<file path="src/rtl/scope_envelope_column_spans_top_assert.svh">
// assertion macros shared by the envelope span rtl
// no dependencies; empty bodies when SYNTHESIS is defined
`ifndef SCOPE_ENVELOPE_COLUMN_SPANS_TOP_ASSERT_SVH
`define SCOPE_ENVELOPE_COLUMN_SPANS_TOP_ASSERT_SVH
`ifndef SYNTHESIS
`define SEC_ASSERT_IMP(label, clk, rst, ante, cons, msg) \
  label: assert property (@(posedge clk) disable iff (rst) (ante) |-> (cons)) else $error(msg);
`define SEC_ASSERT_NEXT(label, clk, rst, ante, cons, msg) \
  label: assert property (@(posedge clk) disable iff (rst) (ante) |=> (cons)) else $error(msg);
`else
`define SEC_ASSERT_IMP(label, clk, rst, ante, cons, msg)
`define SEC_ASSERT_NEXT(label, clk, rst, ante, cons, msg)
`endif
`endif

</file>
<file path="src/rtl/scope_env_pkg.sv">
// types, widths and constants for the envelope span block
// no dependencies
`default_nettype none
package scope_env_pkg;

  localparam int ROWS    = 256;
  localparam int COLUMNS = 512;

  localparam int SAMPLE_W = 16;
  localparam int CFG_W    = 9;
  localparam int CFG_IDX_W = 1;
  localparam int COL_W    = 9;
  localparam int ROW_W    = 8;
  localparam int SHADE_W  = 4;

  localparam logic [CFG_IDX_W-1:0] REG_CENTER_ROW  = 1'b0;
  localparam logic [CFG_IDX_W-1:0] REG_SPAN_HEIGHT = 1'b1;
  localparam logic [CFG_W-1:0] CENTER_ROW_RESET  = 9'd128;
  localparam logic [CFG_W-1:0] SPAN_HEIGHT_RESET = 9'd256;

  localparam int CNT_W   = $clog2(COLUMNS);
  localparam int PROD_W  = SAMPLE_W + CFG_W + 1;
  localparam int MAG_W   = PROD_W - 1;
  localparam int LO_W    = 16;
  localparam int QHI_W   = MAG_W - LO_W;
  localparam int REM_W   = LO_W + 1;
  localparam int QUO_W   = QHI_W + 1;
  localparam int DIV_K   = 65533;
  localparam int CROW_W  = $clog2(ROWS);
  localparam int RROW_W  = (CROW_W > 10) ? CROW_W + 2 : 12;
  localparam int SHADE_SCALE = 16;
  localparam int SPAN4_W = CROW_W + 4;

  typedef struct packed {
    logic signed [SAMPLE_W-1:0] mx;
    logic signed [SAMPLE_W-1:0] mn;
    logic [CNT_W-1:0]           col;
  } adj_t;

  typedef struct packed {
    logic signed [RROW_W-1:0] top;
    logic signed [RROW_W-1:0] bot;
    logic [CNT_W-1:0]         col;
  } row_t;

endpackage
`default_nettype wire

</file>
<file path="src/rtl/scope_env_front.sv">
// input register, trace joining against the previous pair, column counter
// depends on scope_env_pkg
`default_nettype none
`include "scope_envelope_column_spans_top_assert.svh"
module scope_env_front (
  input  wire logic                                  clk,
  input  wire logic                                  rst,
  input  wire logic                                  in_valid,
  output logic                                       in_ready,
  input  wire logic signed [scope_env_pkg::SAMPLE_W-1:0] max_sample,
  input  wire logic signed [scope_env_pkg::SAMPLE_W-1:0] min_sample,
  input  wire logic                                  frame_start,
  output logic                                       down_valid,
  input  wire logic                                  down_ready,
  output scope_env_pkg::adj_t                        down
);
  import scope_env_pkg::*;

  logic                       s0_valid;
  logic signed [SAMPLE_W-1:0] s0_mx;
  logic signed [SAMPLE_W-1:0] s0_mn;
  logic                       s0_fs;
  logic signed [SAMPLE_W-1:0] pmax;
  logic signed [SAMPLE_W-1:0] pmin;
  logic [CNT_W-1:0]           count;
  logic                       s1_ready;
  logic                       s0_go;
  logic                       full;
  logic signed [SAMPLE_W-1:0] amx;
  logic signed [SAMPLE_W-1:0] amn;

  assign s1_ready = !down_valid || down_ready;
  assign in_ready = !s0_valid || s1_ready;
  assign s0_go    = s0_valid && s1_ready;
  assign full     = count >= CNT_W'(COLUMNS - 1);

  always_comb begin
    amn = (s0_mx > pmax && s0_mn > pmax) ? pmax : s0_mn;
    amx = (s0_mx < pmin && amn < pmin) ? pmin : s0_mx;
  end

  always_ff @(posedge clk) begin
    if (rst) begin
      s0_valid <= 1'b0;
    end else if (in_ready) begin
      s0_valid <= in_valid;
    end
    if (in_ready && in_valid) begin
      s0_mx <= max_sample;
      s0_mn <= min_sample;
      s0_fs <= frame_start;
    end
  end

  always_ff @(posedge clk) begin
    if (rst) begin
      pmax       <= '0;
      pmin       <= '0;
      count      <= '0;
      down_valid <= 1'b0;
    end else begin
      if (s1_ready) begin
        down_valid <= s0_valid && !s0_fs && !full;
      end
      if (s0_go) begin
        if (s0_fs) begin
          pmax  <= s0_mx;
          pmin  <= s0_mn;
          count <= '0;
        end else if (!full) begin
          pmax  <= amx;
          pmin  <= amn;
          count <= count + 1'b1;
        end
      end
    end
  end

  always_ff @(posedge clk) begin
    if (s0_go) begin
      down.mx  <= amx;
      down.mn  <= amn;
      down.col <= count;
    end
  end

  `SEC_ASSERT_NEXT(a_seed_clears_count, clk, rst, s0_go && s0_fs, count == '0, "seed did not clear column count")
  `SEC_ASSERT_IMP(a_count_in_range, clk, rst, 1'b1, count <= CNT_W'(COLUMNS - 1), "column count past last column")

endmodule
`default_nettype wire

</file>
<file path="src/rtl/scope_env_rows.sv">
// sample to row mapping: scale multiply, divide by 65533, offset from center
// depends on scope_env_pkg
`default_nettype none
module scope_env_rows (
  input  wire logic                          clk,
  input  wire logic                          rst,
  input  wire logic [scope_env_pkg::CFG_W-1:0] center_row,
  input  wire logic [scope_env_pkg::CFG_W-1:0] span_height,
  input  wire logic                          up_valid,
  output logic                               up_ready,
  input  wire scope_env_pkg::adj_t           up,
  output logic                               down_valid,
  input  wire logic                          down_ready,
  output scope_env_pkg::row_t                down
);
  import scope_env_pkg::*;

  function automatic logic [QUO_W-1:0] div_k(input logic [MAG_W-1:0] mag);
    logic [QHI_W-1:0] q0;
    logic [REM_W-1:0] rem;
    q0  = mag[MAG_W-1:LO_W];
    rem = REM_W'(mag[LO_W-1:0]) + REM_W'({q0, 1'b0}) + REM_W'(q0);
    div_k = QUO_W'(q0) + QUO_W'(rem >= REM_W'(DIV_K));
  endfunction

  function automatic logic [MAG_W-1:0] abs_p(input logic signed [PROD_W-1:0] p);
    abs_p = p[PROD_W-1] ? MAG_W'(-p) : MAG_W'(p);
  endfunction

  function automatic logic signed [RROW_W-1:0] to_row(
    input logic [CFG_W-1:0] c, input logic neg, input logic [QUO_W-1:0] q);
    logic signed [RROW_W-1:0] ce;
    logic signed [RROW_W-1:0] qe;
    ce = RROW_W'(c);
    qe = RROW_W'(q);
    to_row = neg ? ce + qe : ce - qe;
  endfunction

  logic                     m_valid;
  logic signed [PROD_W-1:0] m_pmx;
  logic signed [PROD_W-1:0] m_pmn;
  logic [CNT_W-1:0]         m_col;
  logic                     q_valid;
  logic [QUO_W-1:0]         q_mx;
  logic [QUO_W-1:0]         q_mn;
  logic                     q_mx_neg;
  logic                     q_mn_neg;
  logic [CNT_W-1:0]         q_col;
  logic                     m_ready;
  logic                     q_ready;
  logic                     r_ready;
  logic signed [CFG_W:0]    span_s;

  assign span_s   = $signed({1'b0, span_height});
  assign r_ready  = !down_valid || down_ready;
  assign q_ready  = !q_valid || r_ready;
  assign m_ready  = !m_valid || q_ready;
  assign up_ready = m_ready;

  always_ff @(posedge clk) begin
    if (rst) begin
      m_valid    <= 1'b0;
      q_valid    <= 1'b0;
      down_valid <= 1'b0;
    end else begin
      if (m_ready) begin
        m_valid <= up_valid;
      end
      if (q_ready) begin
        q_valid <= m_valid;
      end
      if (r_ready) begin
        down_valid <= q_valid;
      end
    end
  end

  always_ff @(posedge clk) begin
    if (m_ready && up_valid) begin
      m_pmx <= PROD_W'(up.mx) * PROD_W'(span_s);
      m_pmn <= PROD_W'(up.mn) * PROD_W'(span_s);
      m_col <= up.col;
    end
    if (q_ready && m_valid) begin
      q_mx     <= div_k(abs_p(m_pmx));
      q_mn     <= div_k(abs_p(m_pmn));
      q_mx_neg <= m_pmx[PROD_W-1];
      q_mn_neg <= m_pmn[PROD_W-1];
      q_col    <= m_col;
    end
    if (r_ready && q_valid) begin
      down.top <= to_row(center_row, q_mx_neg, q_mx);
      down.bot <= to_row(center_row, q_mn_neg, q_mn);
      down.col <= q_col;
    end
  end

endmodule
`default_nettype wire

</file>
<file path="src/rtl/scope_env_emit.sv">
// clamping, skip decisions, shade and the result register
// depends on scope_env_pkg
`default_nettype none
`include "scope_envelope_column_spans_top_assert.svh"
module scope_env_emit (
  input  wire logic                              clk,
  input  wire logic                              rst,
  input  wire logic                              up_valid,
  output logic                                   up_ready,
  input  wire scope_env_pkg::row_t               up,
  output logic                                   out_valid,
  input  wire logic                              out_ready,
  output logic [scope_env_pkg::COL_W-1:0]        column,
  output logic [scope_env_pkg::ROW_W-1:0]        top_row,
  output logic [scope_env_pkg::ROW_W-1:0]        bottom_row,
  output logic [scope_env_pkg::SHADE_W-1:0]      shade
);
  import scope_env_pkg::*;

  localparam logic signed [RROW_W-1:0] RowsS = RROW_W'(ROWS);

  logic               top_lo;
  logic               top_hi;
  logic               bot_lo;
  logic               bot_hi;
  logic [CROW_W-1:0]  top_c;
  logic [CROW_W-1:0]  bot_c;
  logic [CROW_W-1:0]  span_c;
  logic [SPAN4_W-1:0] shade_full;
  logic               keep;

  assign up_ready = !out_valid || out_ready;

  always_comb begin
    top_lo = up.top[RROW_W-1];
    top_hi = !top_lo && (up.top >= RowsS);
    bot_lo = up.bot[RROW_W-1];
    bot_hi = !bot_lo && (up.bot >= RowsS);
    priority if (top_lo) begin
      top_c = '0;
    end else if (top_hi) begin
      top_c = CROW_W'(ROWS - 1);
    end else begin
      top_c = CROW_W'(up.top);
    end
    priority if (bot_lo) begin
      bot_c = '0;
    end else if (bot_hi) begin
      bot_c = CROW_W'(ROWS - 1);
    end else begin
      bot_c = CROW_W'(up.bot);
    end
    span_c     = bot_c - top_c;
    shade_full = SPAN4_W'((SPAN4_W'(span_c) * SHADE_SCALE) / ROWS);
    keep       = !((top_lo || top_hi) && (bot_lo || bot_hi)) && (bot_c >= top_c);
  end

  always_ff @(posedge clk) begin
    if (rst) begin
      out_valid <= 1'b0;
    end else if (up_ready) begin
      out_valid <= up_valid && keep;
    end
  end

  always_ff @(posedge clk) begin
    if (up_ready && up_valid) begin
      column     <= COL_W'(up.col);
      top_row    <= ROW_W'(top_c);
      bottom_row <= ROW_W'(bot_c);
      shade      <= shade_full[SHADE_W-1:0];
    end
  end

  `SEC_ASSERT_IMP(a_span_ordered, clk, rst, out_valid, top_row <= bottom_row, "result span has top below bottom")

endmodule
`default_nettype wire

</file>
<file path="src/rtl/scope_envelope_column_spans_top.sv">
// Min/max envelope span renderer: one vertical span per display column.
// Input channel (in_valid/in_ready) transfers one max/min sample pair with
// frame_start; a pair with frame_start set only seeds the trace history and
// restarts the column count. Each later pair is joined to the previous one,
// mapped to rows, clamped and sent on the output channel (out_valid/out_ready)
// as column, top_row, bottom_row and shade, unless both rows lie off screen,
// the span is negative, or the frame's columns are used up.
// Configuration channel (cfg_valid/cfg_ready, always ready) writes center_row
// (index 0) and span_height (index 1); write only while the block is idle.
// Path: a result passes the input register, join, multiply, divide and row
// stages and the result register before it shows on out_valid.
// Throughput: one pair per cycle while out_ready does not hold results back;
// the joining compare-and-select and the column counter are the feedback loops.
// Reset: center_row 128, span_height 256, history and column count zero,
// pipeline empty. When out_ready stays low, stages fill behind the held
// result and in_ready drops once every stage holds an item.
// depends on scope_env_pkg, scope_env_front, scope_env_rows, scope_env_emit
`default_nettype none
module scope_envelope_column_spans_top (
  input  wire logic                                      clk,
  input  wire logic                                      rst,
  input  wire logic                                      cfg_valid,
  output logic                                           cfg_ready,
  input  wire logic [scope_env_pkg::CFG_IDX_W-1:0]       cfg_index,
  input  wire logic [scope_env_pkg::CFG_W-1:0]           cfg_data,
  input  wire logic                                      in_valid,
  output logic                                           in_ready,
  input  wire logic signed [scope_env_pkg::SAMPLE_W-1:0] max_sample,
  input  wire logic signed [scope_env_pkg::SAMPLE_W-1:0] min_sample,
  input  wire logic                                      frame_start,
  output logic                                           out_valid,
  input  wire logic                                      out_ready,
  output logic [scope_env_pkg::COL_W-1:0]                column,
  output logic [scope_env_pkg::ROW_W-1:0]                top_row,
  output logic [scope_env_pkg::ROW_W-1:0]                bottom_row,
  output logic [scope_env_pkg::SHADE_W-1:0]              shade
);
  import scope_env_pkg::*;

  logic [CFG_W-1:0] center_row;
  logic [CFG_W-1:0] span_height;
  logic             adj_valid;
  logic             adj_ready;
  adj_t             adj;
  logic             row_valid;
  logic             row_ready;
  row_t             row;

  assign cfg_ready = 1'b1;

  always_ff @(posedge clk) begin
    if (rst) begin
      center_row  <= CENTER_ROW_RESET;
      span_height <= SPAN_HEIGHT_RESET;
    end else if (cfg_valid) begin
      unique case (cfg_index)
        REG_CENTER_ROW:  center_row  <= cfg_data;
        REG_SPAN_HEIGHT: span_height <= cfg_data;
      endcase
    end
  end

  scope_env_front u_front (
    .clk        (clk),
    .rst        (rst),
    .in_valid   (in_valid),
    .in_ready   (in_ready),
    .max_sample (max_sample),
    .min_sample (min_sample),
    .frame_start(frame_start),
    .down_valid (adj_valid),
    .down_ready (adj_ready),
    .down       (adj)
  );

  scope_env_rows u_rows (
    .clk        (clk),
    .rst        (rst),
    .center_row (center_row),
    .span_height(span_height),
    .up_valid   (adj_valid),
    .up_ready   (adj_ready),
    .up         (adj),
    .down_valid (row_valid),
    .down_ready (row_ready),
    .down       (row)
  );

  scope_env_emit u_emit (
    .clk       (clk),
    .rst       (rst),
    .up_valid  (row_valid),
    .up_ready  (row_ready),
    .up        (row),
    .out_valid (out_valid),
    .out_ready (out_ready),
    .column    (column),
    .top_row   (top_row),
    .bottom_row(bottom_row),
    .shade     (shade)
  );

endmodule
`default_nettype wire
</file>
<file path="config.mk">
export PLATFORM = sky130hd
export DESIGN_NAME = scope_envelope_column_spans_top
export DESIGN_NICKNAME = d
export VERILOG_FILES = /design/src/rtl/scope_env_pkg.sv /design/src/rtl/scope_env_front.sv /design/src/rtl/scope_env_rows.sv /design/src/rtl/scope_env_emit.sv /design/src/rtl/scope_envelope_column_spans_top.sv
export VERILOG_INCLUDE_DIRS = /design/src /design/src/rtl
export SDC_FILE = /design/constraint.sdc
export NUM_CORES = 1
export LEC_CHECK = 0
export BUFFER_PORTS_ARGS = -buffer_cell sky130_fd_sc_hd__buf_2
export CELL_PAD_IN_SITES_DETAIL_PLACEMENT = 1
export CELL_PAD_IN_SITES_GLOBAL_PLACEMENT = 2
export CORE_MARGIN = 1
export CORE_UTILIZATION = 45
export CTS_BUF_LIST = sky130_fd_sc_hd__clkbuf_4 sky130_fd_sc_hd__clkbuf_8
export DETAILED_ROUTE_END_ITERATION = 16
export GPL_TIMING_DRIVEN = 0
export PLACE_DENSITY = 0.88
export SLEW_MARGIN = 20
export SYNTH_ARGS = -nofsm -noshare
export SYNTH_HDL_FRONTEND = slang
export SYNTH_SLANG_ARGS = --single-unit
</file>
<file path="constraint.sdc">
create_clock -name clk -period 8.95 [get_ports clk]
set_input_delay 0.4475 -clock clk [delete_from_list [all_inputs] [get_ports clk]]
set_output_delay 0.4475 -clock clk [all_outputs]
set_load 0.02 [all_outputs]
</file>
==> results.toml <==
[worst_setup_path]
slowest_stage = "nor4_1"
path_class = "reg -> reg"
cp.buffers_inverters = 3
max_stage_delay_ns = 0.82
r2r_cells = 17
path_cells = "ha_1, nand4_1, nor4_1, a21boi_1, nor3_1, a211oi_4, clkbuf_1, mux2_2, ha_1, nand4_1, inv_1, a221oi_1, a21boi_0, nor3_1, a211oi_2, clkbuf_1, o21ai_0"
crit_arrival_ns = 7.37
start_kind = "register"
cp.depth = 17
required_ns = 9.27
crit_family = "compound AO/OA/AOI/OAI gates"
cp_max_fo = 10
end_kind = "register"

[synthesis]
syn_nets = 3172
synthCells = 2606
synth_edf_count = 228
synthArstFlopShare = 0
yosys.area.top_type = "edfxtp_1"
netlist_area_sq_um = 26400
synth_area_leaders = "edfxtp_1 26%, fa_1 19%, ha_1 12%, inv_1 5.7%, dfxtp_1 4.9%"
synth_ff_type = "edfxtp_1"
synth_top_area_share = 0.259
synth_seq_area_share = 0.308
syn_area_per_cell_sq_um = 10.1
synth_cell_types = 74
yosys_warnings = 0
synth-seq-cells = 293

[cells_and_area]
final_cell_mix = "403 x inv_1, 263 x ha_1, 255 x fa_1, 228 x edfxtp_1, 223 x nand2_1"
syn_to_final_growth_pct = 11.1
instances_no_fill = 3584
drive_above_1_share = 0.0791
fillers = 6418
final_common_cell = "inv_1"
nets = 3341

[floorplan]
die_y_um = 244
start_util = 0.457
die_x_um = 244
die_area_sq_um = 59700
num_rows = 88
fp.coreArea_sq_um = 57800
ios = 80

[power_and_ir_drop]
peakVddDrop_mv = 0.156
static-leakage-power_nw = 13.3
power_density_nw_per_um2 = 161

[detailed_routing]
totalWireLength_um = 67800
post_drt_wl_per_cell_um = 18.9
ant_nets = 0
vias = 19100
drt_iter0_markers = 705
drt_pre_antenna_iters = 4
drc_errors = 0
vias_per_cell = 5.33

[sta]
fmax_mhz = 142
setup_ws_ns = 1.90
min_period_ns = 7.05
worst_slew_pin_slew_ns = 0.968
setup_viol = 0
slew_headroom = 0.338
slew_viol_final = 0
fin_setup_tns_ns = 0
fin_crit_sh = 0.787
worst_clock_skew_ns = 0.0495
hold_violations = 0
rsz0062_at_grt = "false"

[global_route]
grt_pass1_wl_um = 111000
grt_max_degree = 34
grt-ovfl-total = 0
antenna_found_initial = 2
grt_usage = 0.237
grt_pass1_vias = 21500

[hold_path]
hold_depth = 3
hp-class = "in -> reg"

[place]
dp_slack_ns = 1.90
dp.cells = 3453
gp_congestion = 0.853
io_buffers = 77
dp_hpwl_um = 54700

[job]
maxCapViolCount = 0

[cts]
clk_path_buf_depth = 3
ctsHtreeMaxLevel = 2
cts.sink_count = 293
cts_setup_buffers = 0
cts_buffers = 51
path_clk_slew_ns = 0.06
clock_latency_ns = 0.68
cts-resized-gates = 0
cts_tree = "yes"
cts-root-buf = "clkbuf_8"

[outcome]
outcome = "completed"
[area by class of cell]
class | instances | area (sq um) | share of cell area
diodes | 1 | 2.50 | 0.0000852
plain buffers | 63 | 262 | 0.00891
clock buffers | 83 | 980 | 0.0334
clock inverters | 13 | 111 | 0.00379
inverters | 404 | 1520 | 0.0516
multi-input cells | 1846 | 16500 | 0.563
flip-flops and latches | 293 | 8150 | 0.278
well taps | 765 | 957 | 0.0326
repair buffers | 116 | 848 | 0.0289
[power breakdown]
group	switching (mW)	total, mW	internal, mW
combinational	1.01	1.75	0.740
clock	0.595	1.32	0.726
sequential	0.0905	1.67	1.58
[synthesized netlist by cell type, types with 16 or more instances]
cell and instances:
inv_1 403, ha_1 263, fa_1 255, edfxtp_1 228, nand2_1 223, and2_1 200
a21oi_1 131, nor2_1 102, xnor2_1 102, o21ai_0 77, dfxtp_1 65, clkbuf_1 60
xor2_1 58, a21o_1 38, nand2b_1 34, o21bai_1 33, mux2i_1 25, nor3_1 23
o211ai_1 21, nand4_1 20, nor2b_1 20, o21ai_1 20, nand3_1 18, o21a_1 18
mux2_2 17, o31ai_1 16
[worst paths after layout]
check | start | endpoint | slack [ns]
setup / recovery | u_front.s0_mn[15] | u_front.down[27] | 1.90
hold / removal | cfg_data[3] | center_row[3] | 0.06
setup reg to reg | u_front.s0_mn[15] | u_front.down[27] | 1.90
hold reg to reg | u_rows.m_col[3] | u_rows.q_col[3] | 0.42
[worst register-to-register path: stages, from the launching register on]
cell	delay, ns
edfxtp_1	0.42
ha_1	0.36
nand4_1	0.20
nor4_1	0.83
a21boi_1	0.48
nor3_1	0.15
a211oi_4	0.61
clkbuf_1	0.51
mux2_2	0.44
ha_1	0.41
nand4_1	0.17
inv_1	0.06
a221oi_1	0.51
a21boi_0	0.33
nor3_1	0.09
a211oi_2	0.37
clkbuf_1	0.46
o21ai_0	0.32
[per-layer routing]
layer  GRT usage  share of wire
met5           0              0
met3      0.0346          0.037
met4      0.0706          0.028
met1       0.276           0.41
met2       0.445           0.53
[repair_timing]
item	in CTS	in global routing
setup endpoints to repair	0	0
hold buffers	34	0
endpoints found under the hold margin	34	0
[registers in the layout (all words and copies together) (netlist names), 4 cells and up]
signal,cells
u_rows.m_col,9
center_row,9
u_emit.bottom_row,8
u_rows.q_mn,10
u_rows.down,33
u_emit.top_row,8
u_emit.column,9
u_emit.shade,4
u_front.s0_mn,16
u_rows.q_col,9
u_front.s0_mx,16
u_front.pmin,16
u_rows.m_pmx,26
span_height,9
u_rows.m_pmn,26
u_rows.q_mx,10
u_front.count,9
u_front.down,41
u_front.pmax,16
[cells by family (layout without fill, tap and decap cells)]
family / count (synthesis) / after routing / synth area share
and+or+nand+nor: 713 / 713 / 0.139
DFF: 293 / 293 / 0.308
muxes: 42 / 42 / 0.0167
other: 1 / 2 / 0.000142
adders and majority gates: 518 / 518 / 0.318
buffers and inverters: 467 / 679 / 0.0672
xor gates and xnor gates: 160 / 160 / 0.0530
AOI/OAI and AO/OA: 412 / 412 / 0.0978
[per-stage QoR]
| stage | util | instance area (sq um) | power [mW] | hold WS [ns] |
|---|---|---|---|---|
| floorplan | - | 26400 | 2.98 | 0.400 |
| global placement | 0.480 | 27800 | 3.36 | 0.406 |
| detailed placement | 0.483 | 27900 | 3.45 | 0.406 |
| global route | 0.508 | 29400 | 5.07 | 0.0337 |
| finish | 0.508 | 29400 | 4.74 | 0.0635 |
| CTS | 0.508 | 29400 | 4.80 | 0.00497 |
(Power assumes the default switching activity.)
